File: config.mk
export PLATFORM = sky130hd
export DESIGN_NAME = sps_ctrl
export DESIGN_NICKNAME = d
export VERILOG_FILES = /design/src/design/sps_pkg.sv /design/src/design/sps_ctrl.sv
export SDC_FILE = /design/constraint.sdc
export NUM_CORES = 1
export LEC_CHECK = 0
export ABC_CLOCK_PERIOD_IN_PS = 1900
export BUFFER_PORTS_ARGS = -buffer_cell sky130_fd_sc_hd__buf_2
export CAP_MARGIN = 20
export CORE_ASPECT_RATIO = 0.7
export CORE_MARGIN = 2
export CORE_UTILIZATION = 50
export CTS_CLUSTER_SIZE = 20
export DETAILED_ROUTE_END_ITERATION = 10
export PLACE_DENSITY = 0.88
export REMOVE_ABC_BUFFERS = 1
export SYNTH_ARGS = -nofsm -noshare
export SYNTH_HDL_FRONTEND = slang
export SYNTH_SLANG_ARGS = --single-unit
File: constraint.sdc
create_clock -name clock -period 1.9 [get_ports clock]
set_input_delay 0.095 -clock clock [delete_from_list [all_inputs] [get_ports clock]]
set_output_delay 0.095 -clock clock [all_outputs]
set_load 0.02 [all_outputs]
File: src/design/sps_pkg.sv
package sps_pkg;

   localparam int MAX_POINTS = 32;
   localparam int NW = $clog2(MAX_POINTS + 1);   // width of a point count
   localparam int RW = NW + 1;                   // divider remainder width
   localparam int CW = 6;                        // sequencer step counter
   localparam int SQRT_STEPS = 34;
   localparam int DIV_STEPS = 33;
   localparam int MUL_STEPS = 3;

   localparam logic [1:0] CSR_TRAIL_ENABLE = 2'd0;
   localparam logic [1:0] CSR_DENSITY      = 2'd1;
   localparam logic [1:0] CSR_MIN_LENGTH   = 2'd2;
   localparam logic [1:0] CSR_HEAD_SIZE    = 2'd3;

   typedef enum logic [3:0] {
      ST_IDLE,
      ST_MUL,
      ST_SQRT,
      ST_NCALC,
      ST_DIV,
      ST_PINIT,
      ST_PLOAD,
      ST_PWAIT,
      ST_HLOAD,
      ST_HWAIT
   } state_type;

   typedef struct packed {
      logic          load;
      logic          sq_en;
      logic [1:0]    sq_sel;
      logic          sqrt_step;
      logic          ncalc;
      logic          div_step;
      logic          pt_init;
      logic          pt_adv;
      logic          out_trail;
      logic          out_head;
      logic          out_last;
   } cmd_type;

   typedef struct packed {
      logic          go;
      logic [NW-1:0] n;
      logic          has_head;
   } status_type;

endpackage

File: src/design/sps_ctrl.sv
module sps_ctrl (
   input  logic               clock,
   input  logic               reset,
   input  logic               req_valid,
   output logic               req_ready,
   output logic               rsp_valid,
   input  logic               rsp_ready,
   input  sps_pkg::status_type status,
   output sps_pkg::cmd_type    cmd
);
   import sps_pkg::*;

   state_type state_ff, state_in;
   logic [CW-1:0] cnt_ff, cnt_in;
   logic [NW-1:0] idx_ff, idx_in;
   logic          idx_last;

   assign idx_last = (idx_ff == status.n - NW'(1));

   always_ff @(posedge clock) begin
      if (reset) begin
         state_ff <= ST_IDLE;
         cnt_ff   <= '0;
         idx_ff   <= '0;
      end else begin
         state_ff <= state_in;
         cnt_ff   <= cnt_in;
         idx_ff   <= idx_in;
      end
   end

   always_comb begin
      state_in = state_ff;
      cnt_in   = cnt_ff;
      idx_in   = idx_ff;
      unique case (state_ff)
         ST_IDLE: begin
            cnt_in = '0;
            if (req_valid && status.go) state_in = ST_MUL;
         end
         ST_MUL: begin
            cnt_in = cnt_ff + CW'(1);
            if (cnt_ff == CW'(MUL_STEPS - 1)) begin
               cnt_in   = '0;
               state_in = ST_SQRT;
            end
         end
         ST_SQRT: begin
            cnt_in = cnt_ff + CW'(1);
            if (cnt_ff == CW'(SQRT_STEPS - 1)) begin
               cnt_in   = '0;
               state_in = ST_NCALC;
            end
         end
         ST_NCALC: state_in = ST_DIV;
         ST_DIV: begin
            // with no trail points the quotients are never used
            if (status.n == '0) begin
               state_in = status.has_head ? ST_HLOAD : ST_IDLE;
            end else begin
               cnt_in = cnt_ff + CW'(1);
               if (cnt_ff == CW'(DIV_STEPS - 1)) begin
                  cnt_in   = '0;
                  state_in = ST_PINIT;
               end
            end
         end
         ST_PINIT: begin
            idx_in   = '0;
            state_in = ST_PLOAD;
         end
         ST_PLOAD: state_in = ST_PWAIT;
         ST_PWAIT: begin
            if (rsp_ready) begin
               if (idx_last) begin
                  state_in = status.has_head ? ST_HLOAD : ST_IDLE;
               end else begin
                  idx_in   = idx_ff + NW'(1);
                  state_in = ST_PLOAD;
               end
            end
         end
         ST_HLOAD: state_in = ST_HWAIT;
         ST_HWAIT: if (rsp_ready) state_in = ST_IDLE;
         default: state_in = ST_IDLE;
      endcase
   end

   always_comb begin
      cmd       = '0;
      req_ready = 1'b0;
      rsp_valid = 1'b0;
      unique case (state_ff)
         ST_IDLE: begin
            req_ready = 1'b1;
            cmd.load  = req_valid;
         end
         ST_MUL: begin
            cmd.sq_en  = 1'b1;
            cmd.sq_sel = cnt_ff[1:0];
         end
         ST_SQRT:  cmd.sqrt_step = 1'b1;
         ST_NCALC: cmd.ncalc = 1'b1;
         ST_DIV:   cmd.div_step = (status.n != '0);
         ST_PINIT: cmd.pt_init = 1'b1;
         ST_PLOAD: begin
            cmd.out_trail = 1'b1;
            cmd.out_last  = idx_last && !status.has_head;
         end
         ST_PWAIT: begin
            rsp_valid  = 1'b1;
            cmd.pt_adv = rsp_ready && !idx_last;
         end
         ST_HLOAD: begin
            cmd.out_head = 1'b1;
            cmd.out_last = 1'b1;
         end
         ST_HWAIT: rsp_valid = 1'b1;
         default: ;
      endcase
   end

endmodule

-- Yosys cells after proc, flatten, opt, wreduce, memory -nomap -nowiden
Index checks and enable logic that the tools add are counted.
- register bits: 16
- bits in latches: 0
- bits of input ports: 12
- memories: 0
- bits in read-only memories: 0
- memory bits (writable): 0
- eq/ne operators: 21
- shifts and indexed selects: 0
- multipliers: 0
- bitwise gates (word level): 0
- reduce and logical (&&, ||, !) cells: 14
- order comparisons: 0
- divide/modulo/power cells: 0
- muxes and demuxes: 30
- add/sub/neg operators: 3
- operators with widths (kind ; count):
    $pmux W4 S10 ; 1
    $mux W4 ; 9
    $mux W6 ; 6
    $pmux W6 S4 ; 1
    $eq A4 B3 Y1 const B ; 4
    $ne A2 B2 Y1 const B ; 7
    $add A6 B1 Y6 const B ; 2
    $eq A6 B6 Y1 const B ; 2
    $pmux W6 S2 ; 1
    $mux W1 ; 10
    $eq A4 B2 Y1 const B ; 2
    $eq A4 B4 Y1 const B ; 2
    $eq A6 B2 Y1 const B ; 1
    $eq A6 B6 Y1 ; 1
    $logic_not A6 Y1 ; 1
    $reduce_and A6 Y1 ; 1
    $reduce_bool A6 Y1 ; 1
    $sub A6 B1 Y6 const B ; 1
    $eq A4 B1 Y1 const B ; 1
    $logic_not A4 Y1 ; 1
    $reduce_bool A4 Y1 ; 1
    $logic_and A1 B1 Y1 ; 3
    $mux W3 ; 1
    $ne A3 B3 Y1 const B ; 1
    6 further kinds ; 7

-- Depth between registers and ports, before layout
Gate-level depths: netlist of the first run.
- depth after elaboration: 5
- gate-level depth with buffers: 8
- gate-level depth less buffers: 7

-- Worst setup path after synthesis of the first run
No wires, ideal clock.
- path kind: register to register
- start: register state_ff[3]
- end: register state_ff[2]
- setup time: 0.117 ns
- data required time: 1.783 ns
- clock period less this slack: 1.990 ns
- cell stages (with the launch flop): 7
- path slack: -0.090 ns
- arrival: 1.873 ns
- cell sequence: dfxtp_1 -> buf_2 -> nor4_1 -> nand2_1 -> o221ai_4 -> a2111oi_0 -> a32o_1
- longest elaborated chain between the ends: 3
- elaborated cells between the ends (all ways): 18
- those cells by class: 15 x eq/ne; 1 x mux; 2 x reduce/logical
- ends and longest elaborated chain (what ; line ; source):
    start: declaration ; sps_ctrl.sv:13 ; state_type state_ff, state_in;
    start signal: assignment ; sps_ctrl.sv:26 ; state_ff <= state_in;
    $eq A4 B3 Y1 (tied with other cells) ; sps_ctrl.sv:36 ; unique case (state_ff)
    $ne A3 B3 Y1 (no line) or $ne A2 B2 Y1 (tied branches) ; n/a ;
    $reduce_and A6 Y1 (no line) ; n/a ;
Parallel ways exist; a longest one is shown, timed or not.
A chain may end at the register's enable or synchronous reset.

==> results of run 1 <==
-- placed cells by master, fill, tap and decap left out, drive strengths merged, types with 4 or more instances in the layout --
cell type | netlist | final
a21oi | 11 | 11
a31oi | 4 | 4
and2 | 4 | 4
buf | 5 | 48
dfxtp | 16 | 16
ha | 7 | 7
inv | 10 | 10
mux2i | 5 | 5
nand2 | 15 | 15
nand2b | 4 | 4
nand3 | 4 | 4
nor2 | 14 | 14
nor3 | 9 | 9
o31ai | 5 | 5
or3 | 7 | 7
xnor2 | 5 | 5
xor2 | 5 | 5
-- critical path, cell delays in order (launching register included) --
cell,delay (ns)
sky130_fd_sc_hd__dfxtp_1,0.44
sky130_fd_sc_hd__xor2_1,0.26
sky130_fd_sc_hd__xnor2_1,0.17
sky130_fd_sc_hd__o211a_1,0.27
sky130_fd_sc_hd__buf_12,0.14
sky130_fd_sc_hd__a41o_1,0.17
sky130_fd_sc_hd__buf_4,0.14
-- what timing repair did --
item / 4_1_cts / 5_1_grt
resized for setup: 3 / 9
setup buffers: 2 / 0
gates cloned: 0 / 0
pin swaps: 2 / 2
endpoints found under the setup margin: 1 / 10
-- power by group through the flow --
stage | clock (mW) | combinational (mW) | sequential (mW)
floorplan | 0 | 0.349 | 0.423
global placement | 0 | 0.606 | 0.398
detailed placement | 0 | 0.616 | 0.400
CTS | 0.262 | 0.626 | 0.392
global route | 0.279 | 0.713 | 0.398
finish | 0.256 | 0.652 | 0.394
-- sequential cells by signal (all words and copies together) (netlist names) --
register and flops:
cnt_ff 6, idx_ff 6, state_ff 4
-- cell families (layout without fill, tap and decap cells) --
kind of cell	count (synthesis)	in the layout	share of synthesized area (%)
AND/OR/NAND/NOR	75	75	30.0
AO/OA/AOI/OAI	44	44	23.4
buffers and inverters	20	61	6.60
flip-flops	16	16	22.5
XOR/XNOR	11	11	7.75
adder cells (fa/ha/maj)	7	7	6.16
multiplexers	5	5	3.52
-- cell usage after synthesis, drive strengths merged, types with 2 or more instances --
cell type	n
a21oi	11
and3	3
nor2	14
and2	4
o211ai	3
a31oi	4
mux2i	5
o2111ai	2
o211a	2
dfxtp	16
o21ai	3
xor2	5
o31ai	5
inv	10
nand2	15
clkbuf	5
buf	5
o221ai	2
nand3	4
or3	7
nand4	3
or4	2
nand2b	4
o21a	2
nor4	3
o22a	2
xnor2	5
nor3	9
or4b	2
ha	7
-- per-stage QoR --
| stage | area (sq um) | total power, mW | utilization (%) |
|---|---|---|---|
| after floorplan | 1370 | 0.772 | - |
| after global placement | 1710 | 1.00 | 62.2 |
| after detailed placement | 1710 | 1.02 | 62.2 |
| after CTS | 1770 | 1.28 | 64.4 |
| after global routing | 1800 | 1.39 | 65.6 |
| final | 1800 | 1.30 | 65.6 |
-- layout make-up --
type / count / share of cell area [%]
clock buffer: 3 / 2.29
inverter: 10 / 2.09
sequential: 16 / 18.1
timing repair buffer: 48 / 17.4
tap: 36 / 2.50
multi-input combinational: 142 / 57.6
-- routing by layer --
| metal | track usage [%] | vias to the layer above | wire (microns) |
|---|---|---|---|
| li1 | - | 742 | - |
| met1 | 36.8 | 694 | 1800 |
| met2 | 37.9 | 77 | 1730 |
| met3 | 7.21 | 6 | 376 |
| met4 | 5.10 | 0 | 40 |
| met5 | 0 | - | 0 |
-- worst paths after layout --
check / slack, ns / from / to / depth (start not counted)
worst max-delay path: -0.03 / idx_ff[3] / cmd[0] / 6
worst min-delay path: 0.13 / status[0] / state_ff[3] / 3
worst max register to register: -0.01 / idx_ff[1] / state_ff[2] / 7
worst min register to register: 0.48 / idx_ff[5] / idx_ff[5] / 2
==> summary.txt, run 1 <==
========================================================================================================
Result of the run                                                                           complete, but fails checks
Failing checks                                                                              setup timing
CTS H-tree depth                                                                                       1
Area occupied by registers                                                                     325 sq um
Total global routing track utilization                                                             25.6%
Cts bufs inserted                                                                                      3
Post-Route Skew                                                                               0.00655 ns
Path type of the worst setup path                                                           flop to output pin
Cell type contributing the most total cell area after synthesis                             sky130_fd_sc_hd__dfxtp_1
Last weighted congestion value of the routability-driven placer                                    0.859
Int Power                                                                                         779 uW
Global route total overflow                                                                            0
Die outline width                                                                           67.7 microns
Vias in the first global route                                                                      1350
Fraction of synthesized cell area taken by the top area cell type                                  22.5%
Net Switching                                                                                     523 uW
Count of standard-cell rows                                                                           16
Class of the tightest hold or removal check                                                 input port to flop
Switching Share                                                                                    40.1%
Final instance count without filler cells                                                            255
Maximum number of pins on one net before global-route repair                                          14
Insertion delay of the later-clocked pin in the worst-skew pair                                  0.25 ns
Slew Limit Headroom                                                                                70.8%
Routed WL                                                                                   3940 microns
Initial DRC count                                                                                     90
Synthesis-to-finish area growth                                                                    26.6%
Layout cells sized above 1                                                                         30.1%
Detailed Routing Iterations Pass 1                                                                     4
Mean routed wirelength per cell                                                             15.5 microns
Vias per cell                                                                                       5.96
Distinct cell type count of the synthesized netlist                                                   50
Post-synthesis sequential area ratio                                                               22.5%
P_leak                                                                                          0.835 nW
Maximum clock rate                                                                             0.519 GHz
Proportion of power drawn by flip-flops and latches                                                30.3%
Area of the core region                                                                       2740 sq um
Antenna violations before repair                                                                       0
Post-CTS clock slew at the launch and capture registers of the worst setup and hold paths        0.07 ns
Residual DRC count                                                                                     0
Buffer depth of the longest clock path                                                                 2
Critical path startpoint category                                                                   flop
Unrepaired setup endpoints after global routing                                                     true
Fin. max-slew vios                                                                                     0
Count of vias placed by the detailed router                                                         1519
Antenna diode count                                                                                    0
Clock tree from TritonCTS                                                                            yes
DIE HEIGHT                                                                                  48.6 microns
Post-Place Cells                                                                                     250
Die Outline Area                                                                              3290 sq um
Clock sinks                                                                                           16
Top Ports                                                                                             26
Number of enable-type register cells in the synthesized netlist                                        0
Post-detailed-placement half-perimeter wirelength                                           3020 microns
Hold violation count in the final report                                                               0
Primary flip-flop cell chosen by synthesis mapping                                          sky130_fd_sc_hd__dfxtp_1
Total area of multi-input combinational cells                                                 1040 sq um
Effective utilization at floorplan                                                                 51.8%
Seq cells post-synth                                                                                  16
Ratio of final minimum period to clock period                                                       101%
Final sum of negative setup slack                                                             -0.0416 ns
Cell types occupying the most area after synthesis                                          sky130_fd_sc_hd__dfxtp_1, sky130_fd_sc_hd__ha_1, sky130_fd_sc_hd__nand2_1, sky130_fd_sc_hd__a21oi_1, sky130_fd_sc_hd__mux2i_1
Filler instances                                                                                     231
Cts hold-fix bufs                                                                                      0
Port Buffer Count                                                                                     25
CP Data Required Time                                                                            1.80 ns
Biggest fanout along the worst timing path                                                             9
Areal power density over the cells                                                           724 nW/um^2
Mean area per synthesized cell                                                                7.99 sq um
Net count reported at finish                                                                         240
Mapped cell area                                                                              1420 sq um
Pin slew with the least headroom to its limit                                                   0.427 ns
Critical path data arrival time                                                                  1.83 ns
VDD IR max                                                                                      0.498 mV
Proportion of power drawn by the clock network                                                     19.6%
Worst hold slack                                                                                0.127 ns
Count of final setup violators                                                                         2
Share of total power in combinational logic                                                        50.1%
DP Worst Slack                                                                               -0.00692 ns
YS warnings                                                                                            0
Async set or reset register ratio after synthesis                                                     0%
Number of instances in the synthesized netlist                                                       178
Reported max-cap violation count                                                                       0
ANT nets after route                                                                                   0
Kind of capture point of the worst setup path                                                 output pin
Final min period                                                                                 1.93 ns
Clock root cell                                                                             sky130_fd_sc_hd__clkbuf_8
Global-route wire length before repair                                                      6380 microns
Final worst slack                                                                             -0.0270 ns
========================================================================================================
Power figures use the tool's default switching activity.
==> inputs of run 2 (changes only) <==
Settings changed: ABC_CLOCK_PERIOD_IN_PS 1900 to unset, CORE_UTILIZATION 50 to 55, PLACE_DENSITY 0.88 to 0.91.
Clock period 1.9 ns to 2.05 ns, I/O delays scaled along.
==> run 2 against run 1 <==
Against the previous run:
- first-iteration DRC count grew 32%
- worst hold slack improved by 0.051 ns
- critical endpoint unchanged
- setup slack better by 0.15 ns
- non-clock buffer count shrank 12
- the run now ends clean
- clock skew is 0.0032 ns higher
==> summary.txt, run 2 (synthesis results as in run 1) <==
========================================================================================================
Maximum number of pins on one net before global-route repair                                          15   +1
Count of final setup violators                                                                         0   -2
Count of vias placed by the detailed router                                                         1462   -3.8%
Pin slew with the least headroom to its limit                                                   0.538 ns   +0.112 ns
Critical path startpoint category                                                                   flop
Cts bufs inserted                                                                                      3   unchanged
Global route total overflow                                                                            0   unchanged
DIE HEIGHT                                                                                  46.5 microns   -4.3%
Path type of the worst setup path                                                           flop to output pin
ANT nets after route                                                                                   0   unchanged
Worst path top cell family by delay                                                         compound AO/OA/AOI/OAI gates
Port Buffer Count                                                                                     25   unchanged
Global-route wire length before repair                                                      5700 microns   -11%
P_leak                                                                                          0.755 nW   -9.6%
Residual DRC count                                                                                     0   unchanged
Ratio of final minimum period to clock period                                                      94.1%
Slew Limit Headroom                                                                                63.2%   -7.6 points
Highest-count cells in the layout ignoring fill and taps                                    sky130_fd_sc_hd__buf_2, sky130_fd_sc_hd__dfxtp_1, sky130_fd_sc_hd__nand2_1
Die outline width                                                                           64.8 microns   -4.4%
Unrepaired setup endpoints after global routing                                                    false
Total power                                                                                      1.13 mW   -13%
Hold violation count in the final report                                                               0   unchanged
Proportion of power drawn by flip-flops and latches                                                32.3%   +2.0 points
Clock tree from TritonCTS                                                                            yes
Area of the core region                                                                       2460 sq um   -10%
Count of standard-cell rows                                                                           15   -1
Largest registers in the final layout                                                       cnt_ff x6, idx_ff x6, state_ff x4
Buffer depth of the longest clock path                                                                 2   unchanged
Worst Path Buf+Inv                                                                                     2   unchanged
Antenna diode count                                                                                    0   unchanged
CP Data Required Time                                                                            1.95 ns   +0.15 ns
Initial DRC count                                                                                    119   +32%
Synthesis-to-finish area growth                                                                    17.0%
CTS H-tree depth                                                                                       1   unchanged
Mean routed wirelength per cell                                                             14.8 microns   -4.3%
Post-CTS clock slew at the launch and capture registers of the worst setup and hold paths        0.07 ns   about the same
Last weighted congestion value of the routability-driven placer                                    0.974   +13%
Die Outline Area                                                                              3010 sq um   -8.5%
Share of total power in combinational logic                                                        46.8%   -3.3 points
Clock root cell                                                                             sky130_fd_sc_hd__clkbuf_8
Cell-by-cell trace of the critical path                                                     xnor2_1, a311oi_2, o211a_1, buf_4, a41o_1, buf_2
Total global routing track utilization                                                             25.1%   -0.45 points
Final sum of negative setup slack                                                                   0 ns   +0.0416 ns
Proportion of power drawn by the clock network                                                     20.9%   +1.3 points
Reported max-cap violation count                                                                       0   unchanged
Maximum clock rate                                                                             0.519 GHz
Vias in the first global route                                                                      1232   -8.7%
Post-detailed-placement half-perimeter wirelength                                           2770 microns   -8.3%
Antenna violations before repair                                                                       0   unchanged
Net count reported at finish                                                                         228   -5.0%
Int Power                                                                                         668 uW   -14%
Biggest fanout along the worst timing path                                                             9   unchanged
Final min period                                                                                 1.93 ns
Layout cells sized above 1                                                                         21.7%   -8.4 points
Vias per cell                                                                                       6.07   +1.8%
Clock sinks                                                                                           16   unchanged
Net Switching                                                                                     465 uW   -11%
Post-Route Skew                                                                               0.00976 ns   +0.00322 ns
Crit path max-delay cell type                                                               sky130_fd_sc_hd__dfxtp_1
Detailed Routing Iterations Pass 1                                                                     4   unchanged
Insertion delay of the later-clocked pin in the worst-skew pair                                  0.25 ns   about the same
VDD IR max                                                                                      0.317 mV   -36%
Result of the run                                                                              completed
Class of the tightest hold or removal check                                                 input port to flop
Critical path's largest stage delay                                                              0.43 ns   about the same
Areal power density over the cells                                                           681 nW/um^2   -5.8%
Kind of capture point of the worst setup path                                                 output pin
Leading cell type in the layout, fill and taps excluded                                     sky130_fd_sc_hd__buf_2
Top Ports                                                                                             26   unchanged
Worst hold slack                                                                                0.178 ns   +0.0511 ns
Post-route cell area                                                                          1660 sq um   -7.6%
Effective utilization at floorplan                                                                 57.8%   +6.0 points
Critical path data arrival time                                                                  1.83 ns   about the same
Routed WL                                                                                   3570 microns   -9.5%
Placed Area                                                                                   1620 sq um   -5.3%
Fin. max-slew vios                                                                                     0   unchanged
Switching Share                                                                                    41.0%   +0.90 points
========================================================================================================
run 2: final timing paths:
kind	start	cells past startpoint	slack (ns)	end
setup / recovery	idx_ff[1]	6	0.12	cmd[0]
hold / removal	reset	2	0.18	idx_ff[0]
setup reg to reg	state_ff[3]	5	0.14	state_ff[2]
hold reg to reg	idx_ff[5]	2	0.48	idx_ff[5]
run 2: worst register-to-register path, cell delays in order (launching register included):
cell	delay [ns]
sky130_fd_sc_hd__dfxtp_1	0.37
sky130_fd_sc_hd__or4b_1	0.58
sky130_fd_sc_hd__a31oi_1	0.16
sky130_fd_sc_hd__o21a_1	0.31
sky130_fd_sc_hd__a2111oi_0	0.15
sky130_fd_sc_hd__a32o_1	0.24
run 2: area by class of cell:
class / count / area (sq um)
Timing Repair Buffer: 36 / 208
Fill cell: 202 / 796
Multi-Input combinational cell: 142 / 1010
Sequential cell: 16 / 320
Clock buffer: 3 / 41.3
Inverter: 10 / 37.5
Tap cell: 34 / 42.5
run 2: stage by stage:
stage,setup slack (ns),util (%),cells
4_1_cts,0.0855,67.4,241
5_1_grt,0.0283,67.6,241
6_report,0.122,67.6,241
3_5_place_dp,0.124,65.7,238
3_3_place_gp,0.180,65.7,238
2_1_floorplan,0.0140,-,168
run 2: repair_timing:
item | in CTS | in global routing
setup buffers | 0 | 0
hold buffers | 0 | 0
resized for setup | 0 | 1
hold endpoints to repair | 0 | 0
setup endpoints to repair | 0 | 1
run 2: power groups by stage:
stage	sequential, mW	combinational (mW)	clock (mW)
after global placement	0.368	0.507	0
after detailed placement	0.371	0.520	0
after CTS	0.365	0.523	0.238
after global routing	0.370	0.582	0.249
after floorplan	0.392	0.323	0
final	0.366	0.531	0.236
run 2: per-layer routing:
metal / part of all wire [%] / vias to the layer above / GRT usage (%)
met3: 12 / 8 / 7.82
li1: - / 722 / -
met2: 40 / 80 / 37.5
met5: 0 / - / 0
met1: 46 / 652 / 34.6
met4: 1.7 / 0 / 8.09
==> inputs of run 3 (changes only) <==
Settings changed: CTS_BUF_LIST set to sky130_fd_sc_hd__clkbuf_16.
==> run 3 against run 2 <==
Against the previous run:
- critical path type unchanged
- cell count stayed put
- fmax decreased by 0.42%
- total power up 12%
- via count grew 1.2%
- combinational power about the same
- global-route usage up 1.2 points
- largest cell class unchanged
==> summary.txt, run 3 (synthesis results as in run 1) <==
========================================================================================================
Result of the run                                                                              completed
Kind of capture point of the worst setup path                                                 output pin
Hold violation count in the final report                                                               0   unchanged
Post-Place Cells                                                                                     238   unchanged
Final min period                                                                                 1.94 ns   +0.00805 ns
Synthesis-to-finish area growth                                                                    19.4%
Critical path data arrival time                                                                  1.83 ns   about the same
Post-detailed-placement half-perimeter wirelength                                           2770 microns   unchanged
DIE HEIGHT                                                                                  46.5 microns   unchanged
Die outline width                                                                           64.8 microns   unchanged
Unrepaired setup endpoints after global routing                                                    false
Total global routing track utilization                                                             26.3%   +1.2 points
Post-route cell area                                                                          1700 sq um   +2.0%
Initial DRC count                                                                                    154   +29%
Biggest fanout along the worst timing path                                                             9   unchanged
Clock root cell                                                                             sky130_fd_sc_hd__clkbuf_16
Areal power density over the cells                                                           748 nW/um^2   +9.8%
Hold_sp                                                                                            reset
Pin slew with the least headroom to its limit                                                   0.554 ns   +0.0157 ns
Residual DRC count                                                                                     0   unchanged
Count of standard-cell rows                                                                           15   unchanged
Register-to-register path setup slack                                                            0.14 ns   about the same
Post-CTS clock slew at the launch and capture registers of the worst setup and hold paths        0.04 ns   -0.03 ns
Leading cell type in the layout, fill and taps excluded                                     sky130_fd_sc_hd__buf_2
Ratio of final minimum period to clock period                                                      94.5%   +0.39 points
Buffer depth of the longest clock path                                                                 2   unchanged
ANT nets after route                                                                                   0   unchanged
Cts bufs inserted                                                                                      3   unchanged
Largest registers in the final layout                                                       cnt_ff x6, idx_ff x6, state_ff x4
P_leak                                                                                          0.771 nW   +2.0%
Launch point of the worst reg-to-reg path                                                    state_ff[3]
Maximum clock rate                                                                             0.516 GHz   -0.42%
Mean routed wirelength per cell                                                             15.0 microns   +1.6%
Count of vias placed by the detailed router                                                         1480   +1.2%
CTS H-tree depth                                                                                       1   unchanged
Post-Route Skew                                                                               0.00781 ns   -0.00195 ns
Layout cells sized above 1                                                                         21.7%   unchanged
Final sum of negative setup slack                                                                   0 ns   unchanged
Final instance count without filler cells                                                            241   unchanged
Count of final setup violators                                                                         0   unchanged
Worst hold slack                                                                                0.187 ns   +0.00953 ns
Setup repair bufs after CTS                                                                            0   unchanged
Highest-count cells in the layout ignoring fill and taps                                    sky130_fd_sc_hd__buf_2, sky130_fd_sc_hd__dfxtp_1, sky130_fd_sc_hd__nand2_1
Vias per cell                                                                                       6.14   +1.2%
Placed Area                                                                                   1620 sq um   unchanged
Antenna violations before repair                                                                       0   unchanged
Worst-case reg-to-reg path depth                                                                       5   unchanged
Path type of the worst setup path                                                           flop to output pin
Endpoint of the worst setup timing path                                                           cmd[0]
Maximum number of pins on one net before global-route repair                                          15   unchanged
Clock sinks                                                                                           16   unchanged
Top Ports                                                                                             26   unchanged
Total power                                                                                      1.27 mW   +12%
Antenna diode count                                                                                    0   unchanged
Fin. max-slew vios                                                                                     0   unchanged
Global-route wire length before repair                                                      5980 microns   +5.0%
Reported max-cap violation count                                                                       0   unchanged
Insertion delay of the later-clocked pin in the worst-skew pair                                  0.25 ns   about the same
Port Buffer Count                                                                                     25   unchanged
Die Outline Area                                                                              3010 sq um   unchanged
Routed WL                                                                                   3620 microns   +1.6%
Crit. Startpoint                                                                               idx_ff[4]
VDD IR max                                                                                      0.565 mV   +78%
Area of the core region                                                                       2460 sq um   unchanged
Clock tree from TritonCTS                                                                            yes
Last weighted congestion value of the routability-driven placer                                    0.974   unchanged
Endpoint of the lowest-slack register-to-register path                                       state_ff[2]
CP Data Required Time                                                                            1.95 ns   about the same
Vias in the first global route                                                                      1268   +2.9%
Global route total overflow                                                                            0   unchanged
Effective utilization at floorplan                                                                 57.8%   unchanged
Net count reported at finish                                                                         228   unchanged
Detailed Routing Iterations Pass 1                                                                     4   unchanged
Filler instances                                                                                     198   -2.0%
Critical path startpoint category                                                                   flop
Slew Limit Headroom                                                                                62.1%   -1.1 points
Class of the tightest hold or removal check                                                 input port to flop
========================================================================================================
## run 3: per-stage QoR
step                      setup WS, ns  util, %
final                            0.114     69.0
after global routing           0.00648     69.0
after CTS                       0.0933     68.8
after detailed placement         0.124     65.7
after global placement           0.180     65.7
after floorplan                 0.0140        -
## run 3: final cells by class
cell class / count / area, sq um / area share, %
multi-input combinational: 142 / 1010 / 59.7
sequential: 16 / 320 / 18.9
timing repair buffer: 36 / 208 / 12.2
clock buffer: 3 / 75.1 / 4.42
tap: 34 / 42.5 / 2.51
inverter: 10 / 37.5 / 2.21
## run 3: where the power goes
group / internal [mW] / switching (mW)
sequential: 0.334 / 0.0302
clock: 0.256 / 0.117
combinational: 0.205 / 0.327
## run 3: worst min path at each step
stage	end	slack, ns	cells after the start
floorplan	cnt_ff[1]	0.17	1
global placement	state_ff[3]	0.40	3
detailed placement	state_ff[3]	0.43	3
CTS	state_ff[3]	0.17	3
global route	state_ff[3]	0.19	3
finish	state_ff[0]	0.19	2
## run 3: what timing repair did
item                       4_1_cts  5_1_grt
resized for setup                0        1
hold buffers                     0        0
setup endpoints to repair        0        1
## run 3: critical path: stages (launching register included)
cell and delay, ns:
sky130_fd_sc_hd__dfxtp_1 0.41, sky130_fd_sc_hd__xnor2_1 0.14, sky130_fd_sc_hd__a311oi_2 0.33, sky130_fd_sc_hd__o211a_1 0.22
sky130_fd_sc_hd__buf_4 0.17, sky130_fd_sc_hd__a41o_1 0.17, sky130_fd_sc_hd__buf_2 0.15
## run 3: metal layers
| layer | share of wire, % | track usage, % | up-vias |
|---|---|---|---|
| met3 | 13 | 9.05 | 10 |
| met4 | 1.4 | 4.68 | 0 |
| met1 | 45 | 35.2 | 657 |
| met2 | 41 | 41.9 | 95 |
| li1 | - | - | 718 |
| met5 | 0 | 0 | - |
